$ cat src/design/assert_macros.svh
// Assertion macros shared by the design files.
`ifndef ASSERT_MACROS_SVH
`define ASSERT_MACROS_SVH

// Holds at every rising edge of clk outside reset.
`define ASSERT_CLK(label, prop, msg) \
  label: assert property (@(posedge clk) disable iff (rst) (prop)) else $error(msg);

// The expression is never true at a rising edge of clk outside reset.
`define ASSERT_NEVER(label, expr, msg) \
  label: assert property (@(posedge clk) disable iff (rst) !(expr)) else $error(msg);

`endif

$ cat src/design/cpfr_pkg.sv
package cpfr_pkg;

  localparam int NUM_FRAMES = 64;
  localparam int PAGE_BITS  = 20;
  localparam int OWNER_BITS = 8;
  localparam int FRAME_BITS = $clog2(NUM_FRAMES);
  localparam int CNT_BITS   = FRAME_BITS + 1;
  localparam int CFG_BITS   = 7;

  localparam logic [CFG_BITS-1:0] CFG_RESET = CFG_BITS'(64);

  typedef logic [FRAME_BITS-1:0] frame_idx_t;
  typedef logic [CNT_BITS-1:0]   frame_cnt_t;

  typedef enum logic [1:0] {
    OP_INSERT = 2'd0,
    OP_FREE   = 2'd1,
    OP_ACCESS = 2'd2,
    OP_NONE   = 2'd3
  } op_t;

  typedef struct packed {
    logic                  referenced;
    logic                  dirty;
    logic                  stack;
    logic [PAGE_BITS-1:0]  page;
    logic [OWNER_BITS-1:0] owner;
  } frame_entry_t;

  typedef struct packed {
    logic         en;
    frame_idx_t   addr;
    frame_entry_t data;
  } ram_wr_t;

  function automatic frame_cnt_t active_count(logic [CFG_BITS-1:0] cfg);
    frame_cnt_t n;
    if (cfg == '0) begin
      n = CNT_BITS'(1);
    end else if (int'(cfg) > NUM_FRAMES) begin
      n = CNT_BITS'(NUM_FRAMES);
    end else begin
      n = CNT_BITS'(cfg);
    end
    return n;
  endfunction

  function automatic frame_idx_t next_slot(frame_idx_t pos, frame_cnt_t n);
    frame_cnt_t p1;
    p1 = {1'b0, pos} + CNT_BITS'(1);
    return (p1 >= n) ? '0 : p1[FRAME_BITS-1:0];
  endfunction

endpackage

$ cat src/design/cpfr_frame_ram.sv
module cpfr_frame_ram (
  input  logic                   clk,
  input  cpfr_pkg::ram_wr_t      wr,
  input  cpfr_pkg::frame_idx_t   rd_addr,
  output cpfr_pkg::frame_entry_t rd_data
);

  cpfr_pkg::frame_entry_t mem [cpfr_pkg::NUM_FRAMES];
  cpfr_pkg::frame_entry_t ram_q;
  cpfr_pkg::frame_entry_t fwd_q;
  logic                   fwd_hit;

  always_ff @(posedge clk) begin
    if (wr.en) begin
      mem[wr.addr] <= wr.data;
    end
    ram_q   <= mem[rd_addr];
    fwd_q   <= wr.data;
    fwd_hit <= wr.en && (wr.addr == rd_addr);
  end

  // A read of the entry written in the same cycle returns the new data.
  assign rd_data = fwd_hit ? fwd_q : ram_q;

endmodule

$ cat src/design/clock_page_frame_replacer_core.sv
// Clock (second-chance) page frame replacer. A beat on the input channel is
// taken only while the block is idle, and each beat yields exactly one result
// beat. Free, access and unused opcodes are evaluated in the EVAL state and
// put their result out once the output register is free; the block then
// returns to idle. An insert stays in EVAL while the hand passes over valid
// referenced frames, clearing each referenced mark, so it passes over at most
// n frames, where n is the active frame count after limiting to 1..64.
// The walk does one read-modify-write of the frame memory per cycle, with
// the read data of the next frame forwarded when it is the entry just
// written. Valid marks are flip-flops cleared by reset, so no clearing pass
// is needed. A finished result waits in the output register while the next
// beat is accepted. A result that is still stalled when the next one is
// ready holds the block until it is taken.
`include "assert_macros.svh"

module clock_page_frame_replacer_core (
  input  logic                                 clk,
  input  logic                                 rst,
  input  logic                                 cfg_wr_en,
  input  logic [cpfr_pkg::CFG_BITS-1:0]        cfg_wr_data,
  input  logic                                 in_valid,
  output logic                                 in_stall,
  input  logic [1:0]                           opcode,
  input  logic [cpfr_pkg::PAGE_BITS-1:0]       page_number,
  input  logic [cpfr_pkg::OWNER_BITS-1:0]      owner_id,
  input  logic                                 is_stack,
  input  logic [cpfr_pkg::FRAME_BITS-1:0]      target_frame,
  input  logic                                 is_write,
  output logic                                 out_valid,
  input  logic                                 out_stall,
  output logic [cpfr_pkg::FRAME_BITS-1:0]      chosen_frame,
  output logic                                 did_evict,
  output logic [cpfr_pkg::PAGE_BITS-1:0]       evicted_page,
  output logic [cpfr_pkg::OWNER_BITS-1:0]      evicted_owner,
  output logic                                 swap_out,
  output logic                                 status
);

  typedef enum logic [1:0] {
    ST_IDLE = 2'b01,
    ST_EVAL = 2'b10
  } state_t;

  state_t                                state;
  state_t                                state_next;
  logic [cpfr_pkg::CFG_BITS-1:0]         active_frames;
  cpfr_pkg::frame_idx_t                  hand;
  logic [cpfr_pkg::NUM_FRAMES-1:0]       frame_valid;
  cpfr_pkg::frame_idx_t                  pos;
  cpfr_pkg::op_t                         op;
  logic [cpfr_pkg::PAGE_BITS-1:0]        page_q;
  logic [cpfr_pkg::OWNER_BITS-1:0]       owner_q;
  logic                                  stack_q;
  logic                                  write_q;

  cpfr_pkg::frame_cnt_t                  n;
  cpfr_pkg::frame_idx_t                  start_pos;
  cpfr_pkg::frame_idx_t                  nxt;
  cpfr_pkg::frame_idx_t                  rd_addr;
  cpfr_pkg::frame_entry_t                entry;
  cpfr_pkg::ram_wr_t                     ram_wr;
  logic                                  in_accept;
  logic                                  out_free;
  logic                                  pos_valid;
  logic                                  skip;
  logic                                  commit;
  logic                                  bad_target;

  assign n          = cpfr_pkg::active_count(active_frames);
  assign start_pos  = ({1'b0, hand} >= n) ? '0 : hand;
  assign nxt        = cpfr_pkg::next_slot(pos, n);
  assign in_stall   = (state != ST_IDLE);
  assign in_accept  = in_valid && !in_stall;
  assign out_free   = !out_valid || !out_stall;
  assign pos_valid  = frame_valid[pos];
  assign skip       = (state == ST_EVAL) && (op == cpfr_pkg::OP_INSERT)
                      && pos_valid && entry.referenced;
  assign commit     = (state == ST_EVAL) && !skip && out_free;
  assign bad_target = (op == cpfr_pkg::OP_NONE) || ({1'b0, pos} >= n) || !pos_valid;

  cpfr_frame_ram u_ram (
    .clk     (clk),
    .wr      (ram_wr),
    .rd_addr (rd_addr),
    .rd_data (entry)
  );

  always_comb begin
    state_next     = state;
    rd_addr        = pos;
    ram_wr.en      = 1'b0;
    ram_wr.addr    = pos;
    ram_wr.data    = entry;
    unique case (state)
      ST_IDLE: begin
        rd_addr = (cpfr_pkg::op_t'(opcode) == cpfr_pkg::OP_INSERT) ? start_pos : target_frame;
        if (in_accept) begin
          state_next = ST_EVAL;
        end
      end
      ST_EVAL: begin
        if (skip) begin
          ram_wr.en              = 1'b1;
          ram_wr.data.referenced = 1'b0;
          rd_addr                = nxt;
        end else if (commit) begin
          state_next = ST_IDLE;
          if (op == cpfr_pkg::OP_INSERT) begin
            ram_wr.en              = 1'b1;
            ram_wr.data.referenced = 1'b1;
            ram_wr.data.dirty      = 1'b0;
            ram_wr.data.stack      = stack_q;
            ram_wr.data.page       = page_q;
            ram_wr.data.owner      = owner_q;
          end else if (op == cpfr_pkg::OP_ACCESS && !bad_target) begin
            ram_wr.en              = 1'b1;
            ram_wr.data.referenced = 1'b1;
            ram_wr.data.dirty      = entry.dirty | write_q;
          end
        end
      end
      default: begin
        state_next = ST_IDLE;
      end
    endcase
  end

  always_ff @(posedge clk) begin
    if (rst) begin
      state         <= ST_IDLE;
      active_frames <= cpfr_pkg::CFG_RESET;
      hand          <= '0;
      frame_valid   <= '0;
      out_valid     <= 1'b0;
    end else begin
      state <= state_next;
      if (cfg_wr_en) begin
        active_frames <= cfg_wr_data;
      end
      if (out_valid && !out_stall) begin
        out_valid <= 1'b0;
      end
      if (commit) begin
        out_valid <= 1'b1;
        if (op == cpfr_pkg::OP_INSERT) begin
          frame_valid[pos] <= 1'b1;
          hand             <= nxt;
        end else if (op == cpfr_pkg::OP_FREE && !bad_target) begin
          frame_valid[pos] <= 1'b0;
        end
      end
    end
  end

  always_ff @(posedge clk) begin
    if (in_accept) begin
      op      <= cpfr_pkg::op_t'(opcode);
      page_q  <= page_number;
      owner_q <= owner_id;
      stack_q <= is_stack;
      write_q <= is_write;
      pos     <= (cpfr_pkg::op_t'(opcode) == cpfr_pkg::OP_INSERT) ? start_pos : target_frame;
    end else if (skip) begin
      pos <= nxt;
    end
    if (commit) begin
      chosen_frame <= pos;
      if (op == cpfr_pkg::OP_INSERT) begin
        did_evict     <= pos_valid;
        evicted_page  <= pos_valid ? entry.page : '0;
        evicted_owner <= pos_valid ? entry.owner : '0;
        swap_out      <= pos_valid && (entry.dirty || entry.stack);
        status        <= 1'b0;
      end else begin
        did_evict     <= 1'b0;
        evicted_page  <= '0;
        evicted_owner <= '0;
        swap_out      <= 1'b0;
        status        <= bad_target;
      end
    end
  end

  `ASSERT_CLK(a_accept_to_eval, in_accept |=> (state == ST_EVAL), "accepted beat not evaluated")
  `ASSERT_CLK(a_hand_in_range, (commit && op == cpfr_pkg::OP_INSERT) |=> ({1'b0, hand} < n),
              "hand outside active frames after insert")
  `ASSERT_NEVER(a_ram_write_idle, ram_wr.en && state != ST_EVAL, "frame memory written while idle")
  `ASSERT_CLK(a_result_held, (out_valid && out_stall) |=> out_valid, "stalled result dropped")

endmodule
$ cat config.mk
export PLATFORM = sky130hd
export DESIGN_NAME = clock_page_frame_replacer_core
export DESIGN_NICKNAME = d
export VERILOG_FILES = /design/src/design/cpfr_pkg.sv /design/src/design/cpfr_frame_ram.sv /design/src/design/clock_page_frame_replacer_core.sv
export VERILOG_INCLUDE_DIRS = /design/src /design/src/design
export SDC_FILE = /design/constraint.sdc
export NUM_CORES = 2
export LEC_CHECK = 0
export ABC_CLOCK_PERIOD_IN_PS = 6800
export BUFFER_PORTS_ARGS = -buffer_cell sky130_fd_sc_hd__buf_2
export CAP_MARGIN = 10
export CORE_MARGIN = 2
export CORE_UTILIZATION = 45
export CTS_CLUSTER_DIAMETER = 40
export DETAILED_ROUTE_END_ITERATION = 7
export PLACE_DENSITY = 0.71
export SLEW_MARGIN = 15
export SYNTH_ARGS = -nofsm -noshare
export SYNTH_HDL_FRONTEND = slang
export SYNTH_SLANG_ARGS = --single-unit
$ cat constraint.sdc
create_clock -name clk -period 6.8 [get_ports clk]
set_input_delay 0.68 -clock clk [delete_from_list [all_inputs] [get_ports clk]]
set_output_delay 0.68 -clock clk [all_outputs]
set_load 0.005 [all_outputs]
# After elaboration in Yosys (flattened, before gate mapping)
# Memories as Yosys holds them, arrays and structs flattened. A register that Yosys moved wholly into a read port is not among the register bits.
# Index checks and enable logic that the tools add are counted.
[word_totals]
latchBits = 0
in_bits = 50
ramBits = 1984
register_bits = 187
output_inout_bits = 39
wordCells = 111
n_memories = 1
romBits = 0
[mem_list]
columns = ["name", "words", "word_bits", "read_ports", "rd_ports_with_merged_regs", "write_ports", "line", "source"]
rows = [
  ["u_ram.mem", 64, 31, 1, 1, 1, "cpfr_frame_ram.sv:8", "cpfr_pkg::frame_entry_t mem [cpfr_pkg::NUM_FRAMES];"],
]
[classes]
eq_ne = 10
div = 0
n_mux = 35
n_reduce_logical = 31
n_addsub = 1
shifts = 0
order_cmp = 6
bitwise_logic = 4
mul = 0
[op_table]
columns = ["op", "n"]
rows = [
  ["$mux 64", 2],
  ["$mux 31", 3],
  ["$and 64x64->64", 1],
  ["$not 64->64", 1],
  ["$or 64x64->64", 1],
  ["$mux 30", 1],
  ["$mux 6", 5],
  ["$mux 29", 1],
  ["$ge 6x7->1", 2],
  ["$mux 7", 2],
  ["$logic_and 1x1->1", 12],
  ["$mux 1", 12],
  ["$pmux 6 s2", 1],
  ["$mux 2", 5],
  ["$add 6x1->7 const B", 1],
  ["$ge 7x7->1", 1],
  ["$gt 7x7->1 const B", 1],
  ["$logic_not 7->1", 1],
  ["$lt 6x7->1 const B", 1],
  ["$bmux 1 s6", 1],
  ["$demux 1 s6", 1],
  ["$eq 2x2->1 const B", 3],
  ["$eq 6x6->1", 1],
  ["$ge 6x1->1 const B", 1],
  ["other kinds (11)", 26],
]

# Depth between registers and ports, before layout
[depth]
word_depth = 15
ltp_mapped = 24
ltp_nobuf = 16

# By module
# Synthesis repeated with hierarchy kept, for this count alone.
[hier_totals]
hier_cells = 4429
hier_area_um2 = 85951.2
[by_module_without_submodules]
columns = ["mod", "area_per_inst_um2", "n_inst", "cells_per_inst", "seq_area_each_um2"]
rows = [
  ["cpfr_frame_ram", 78148.7, 1, 3625, 60838.3],
  ["clock_page_frame_replacer_core", 7802.5, 1, 804, 3793.6],
]

# Worst setup path after synthesis
# OpenSTA, ideal clock, no wires.
[synth_path]
path_kind = "reg2reg"
from = "register pos[2]"
to = "register, netlist name u_ram.ram_q[19]"
setup_time_ns = 0.117
period_less_slack_ns = 4.855
t_arrival_ns = 4.738
required_ns = 6.683
setup_slack_ns = 1.945
path_buffers = 5
path_stages_with_launch = 22
path_cell_list = "dfxtp_1 > buf_2 > clkbuf_1 > clkbuf_1 > nand3_1 > nor2_1 > xnor2_1 > inv_1 > ha_1 > and3_1 > a221oi_1 > and2_1 > nand2_1 > o31ai_1 > o22ai_1 > buf_2 > buf_4 > a211o_1 > a2bb2oi_1 > a31oi_1 > o221ai_1 > a32o_1"
[synth_via]
elab_chain_len = 6
elab_cells_between_ends = 9
cone_classes = "1 x add/sub; 1 x order compare; 5 x mux; 2 x reduce/logical"
[synth_rtl]
columns = ["element", "line", "source"]
rows = [
  ["start: declaration", "clock_page_frame_replacer_core.sv:49", "cpfr_pkg::frame_idx_t pos;"],
  ["start signal: assignment", "clock_page_frame_replacer_core.sv:162", "pos <= (cpfr_pkg::op_t'(opcode) == cpfr_pkg::OP_INSERT) ? start_pos : target_frame;"],
  ["start signal: assignment", "clock_page_frame_replacer_core.sv:164", "pos <= nxt;"],
  ["parallel branches: the longest is 5 deep, another holds $add 6x1->7", "-", ""],
  ["$pmux 6 s2 *", "clock_page_frame_replacer_core.sv:94", "unique case (state)"],
]
# Every way passes the cells marked *. The select of a mux whose other input is x is not followed.
# A chain may end at the register's enable or synchronous reset.

# Worst setup path after layout
[layout_path]
from = "register pos[2]"
to = "register, netlist name u_ram.ram_q[18]"
[layout_via]
elab_chain_len = 6
elab_cells_between_ends = 9
cone_classes = "1 x add/sub; 1 x order compare; 5 x mux; 2 x reduce/logical"
[layout_rtl]
columns = ["element", "line"]
rows = [
  ["parallel branches: the longest is 5 deep, another holds $add 6x1->7", "-"],
  ["$pmux 6 s2 *", "clock_page_frame_replacer_core.sv:94"],
]
# Marked as above.

==> impl_results.md <==
* Initial antenna violation count at 11
* CP Capture Point: u_ram.ram_q[18]
* Insertion delay to the later sink of the worst-skew pair at 0.95 ns
* Via Count at 67600
* Reg-to-reg setup timing slack at 0.31 ns
* Synthesized cell area at roughly 97000 um^2
* CP Data Required Time at 7.65 ns
* CP startpoint kind: flip-flop
* WP data arrival at roughly 7.3 ns
* CTS tree: done
* Tcrit/Tclk final at 0.954
* WL final at approximately 300000 um
* Number of synthesized flops with an enable pin at 2053
* Worst path max stage delay at 0.92 ns
* CP top delay family: compound AO/OA/AOI/OAI gates
* Crit Reg-Reg Startpoint: pos[2]
* Core Area at 215000 um^2
* Filler cell count at 17200
* CP Capture Type: flip-flop
* Endpoints failing setup at 0
* Effective utilization at floorplan at 0.453
* Stages on worst setup path at 17
* Avg Inst Size Synth at 13.8 um^2
* Vias in the first global route at 65500
* CP max FO at 46
* DP Wirelength at 168000 um
* Vias per cell at 6.67
* Share of layout cells above drive strength 1 at 0.169
* Area grow syn2layout at 14.9%
* CTS Buffer Depth at 4
* Crit path cell chain: buf_4, nor2b_1, a22oi_1, nand3_1, nand3_2, o41ai_4, buf_4, o211ai_1, buf_4, nand4_1, buf_12, buf_4, a211oi_1, a2bb2oi_1, a31oi_1, o221ai_1, a32o_1
* Top_reg_cell synth: edfxtp_1
* Synth async-reset ratio at 0
* Sequential area share after synthesis at 0.665
* #FFs+latches synth at 2202
* Nets@finish at 7178
* RSZ-0062 raised after global routing: no
* WS Path Type: flip-flop to flip-flop
* CTS H-tree depth at 5
* Clock root cell: clkbuf_16
* Slew Limit Fails at 0
* Violated checks: design-rule violations
* TritonCTS buffer count at approximately 270
* Final min period at between 6 and 7 ns
* Antenna Nets Post-Route at 0
* Synth warn at 0
* Clk_skew at 0.0646 ns
* Critical path buffers and inverters at 5
* Ports at 89
* Die width at roughly 470 um
* Drt first pass iters at 8
* Full die area at 220000 um^2
* Resize count post-CTS at 0
* Commonest non-fill, non-tap cell in the layout: edfxtp_1
* Post-DR wirelength/cell at 29.7 um
* Gr ovfl total at 0
* CP most frequent cell: buf_4
* Status: finished, violations left
* Max-cap check violation count at 0
* Largest net degree at the start of global routing at between 100 and 150
* GR Util All Layers at 0.266
* Worst slew pin tran at about 1.1 ns
* Syn nets at 7108
* Final TNS setup at 0 ns
* Max_slew headroom at 0.238
* First-pass GRT wire length at 435000 um
* Most frequent cells in the layout: edfxtp_1, mux2i_1, o21ai_0, nor2_1, mux2_2
* Power per cell area at between 400 and 500 nW/um^2
* Die Y at 469 um
* Mapped Cells at approximately 7000
* Fmax at between 150 and 200 MHz
* Final Util at 0.520
* Worst Hold Class: input port to flip-flop
* Reg2reg path depth at 17
* Netlist cell types at 90
* Reg clk slew, reported paths at 0.06 ns
* FF-to-FF End: u_ram.ram_q[18]
* Final hold violations at 0
* CP startpoint: pos[2]
* P_leak at 37.8 nW
* Critical path's slowest cell: o221ai_1
* Placer's final routability congestion estimate at just under 0.9
* IO Port Bufs at around 90
* Row cnt at 170
* DR DRC count at 5
* Peak supply drop at 593 uV
* DR iter-0 viols at 10100
* Clk sinks at 2202
## routing by layer
layer  wire length (um)  global-route usage  vias to the layer above
li1                   -                   -                    28200
met1             113000               0.351                    33900
met2             138000               0.414                     4669
met3              36300              0.0657                      828
met4              13500               0.122                        8
met5                 59            0.000433                        -
## Yosys cell counts (64+ instances only)
cell type / number / area share
edfxtp_1: 2053 / 0.63
mux2i_1: 744 / 0.077
o21ai_0: 465 / 0.024
clkbuf_1: 457 / 0.018
nor2_1: 429 / 0.017
a21oi_1: 325 / 0.017
mux2_2: 318 / 0.037
nand2_1: 281 / 0.011
nand3_1: 236 / 0.012
a311oi_1: 197 / 0.018
dfxtp_1: 149 / 0.031
a31oi_1: 129 / 0.0083
inv_1: 108 / 0.0042
a211oi_1: 97 / 0.0075
buf_2: 82 / 0.0042
and3_1: 81 / 0.0052
a2111oi_0: 64 / 0.0058
## cell families (layout without fill, tap and decap cells)
kind of cell / after synthesis / after routing / share of synthesized area
AO/OA/AOI/OAI: 1884 / 1884 / 0.136
XOR/XNOR: 5 / 5 / 0.000451
adder cells (fa/ha/maj): 23 / 23 / 0.00293
buffers and inverters: 707 / 972 / 0.0289
flip-flops: 2202 / 2202 / 0.665
multiplexers: 1065 / 1065 / 0.114
other: 0 / 1 / 0
AND/OR/NAND/NOR: 1150 / 1150 / 0.0533
## worst register-to-register path, cell delays in order, from the launching register on
cell and delay (ns):
dfxtp_1 0.34, buf_4 0.40, nor2b_1 0.68, a22oi_1 0.20, nand3_1 0.17, nand3_2 0.20
o41ai_4 0.62, buf_4 0.38, o211ai_1 0.33, buf_4 0.25, nand4_1 0.14, buf_12 0.32
buf_4 0.69, a211oi_1 0.12, a2bb2oi_1 0.20, a31oi_1 0.10, o221ai_1 0.92, a32o_1 0.33
## flip-flops by register name, indices dropped and copies added (netlist names), 7 cells and up, named ones only
| register | cells |
|---|---|
| active_frames | 7 |
| evicted_owner | 8 |
| evicted_page | 20 |
| owner_q | 8 |
| page_q | 20 |
| u_ram.fwd_q | 31 |
| u_ram.mem | 1984 |
| u_ram.ram_q | 31 |
## final cells by class
cell class	instances	area (um^2)	share of cell area
Clock inverter	141	1450	0.0129
Multi-Input combinational cell	4127	30800	0.276
Clock buffer	330	7330	0.0656
Antenna cell	1	2.50	0.0000224
Timing Repair Buffer	390	3490	0.0313
Inverter	111	424	0.00380
Tap cell	2838	3550	0.0318
Sequential cell	2202	64600	0.579
## where the power goes
group / switching (mW) / total [mW] / internal [mW]
sequential: 0.243 / 17.3 / 17.1
clock: 5.76 / 14.2 / 8.45
combinational: 14.5 / 21.1 / 6.58
total: 20.5 / 52.6 / 32.1
## metrics by stage
step	instance area, um^2	total power, mW	setup WS [ns]	instances	hold WS, ns
3_3_place_gp	102000	37.4	0.611	9619	0.440
3_5_place_dp	102000	37.8	0.405	9620	0.447
2_1_floorplan	97200	30.1	1.95	7036	0.431
6_report	112000	52.6	0.311	10100	0.0921
5_1_grt	112000	54.1	0.187	10100	0.0424
4_1_cts	111000	51.9	0.373	10100	0.0234
## worst min-delay path by stage
stage                   start              end  slack [ns]  cells after the start
floorplan              pos[2]  chosen_frame[2]        0.43                      0
global placement    flip-flop        flip-flop        0.44                      2
detailed placement  flip-flop        flip-flop        0.45                      2
CTS                 opcode[0]            op[0]        0.02                      1
global route        opcode[0]            op[0]        0.04                      1
finish              opcode[0]            op[0]        0.09                      1
## timing repair
| action | 4_1_cts | 5_1_grt |
|---|---|---|
| setup endpoints to repair | 0 | 1 |
| setup buffers | 0 | 3 |
| endpoints found under the hold margin | 37 | 0 |
| hold buffers | 37 | 0 |
(Power assumes the default switching activity.)
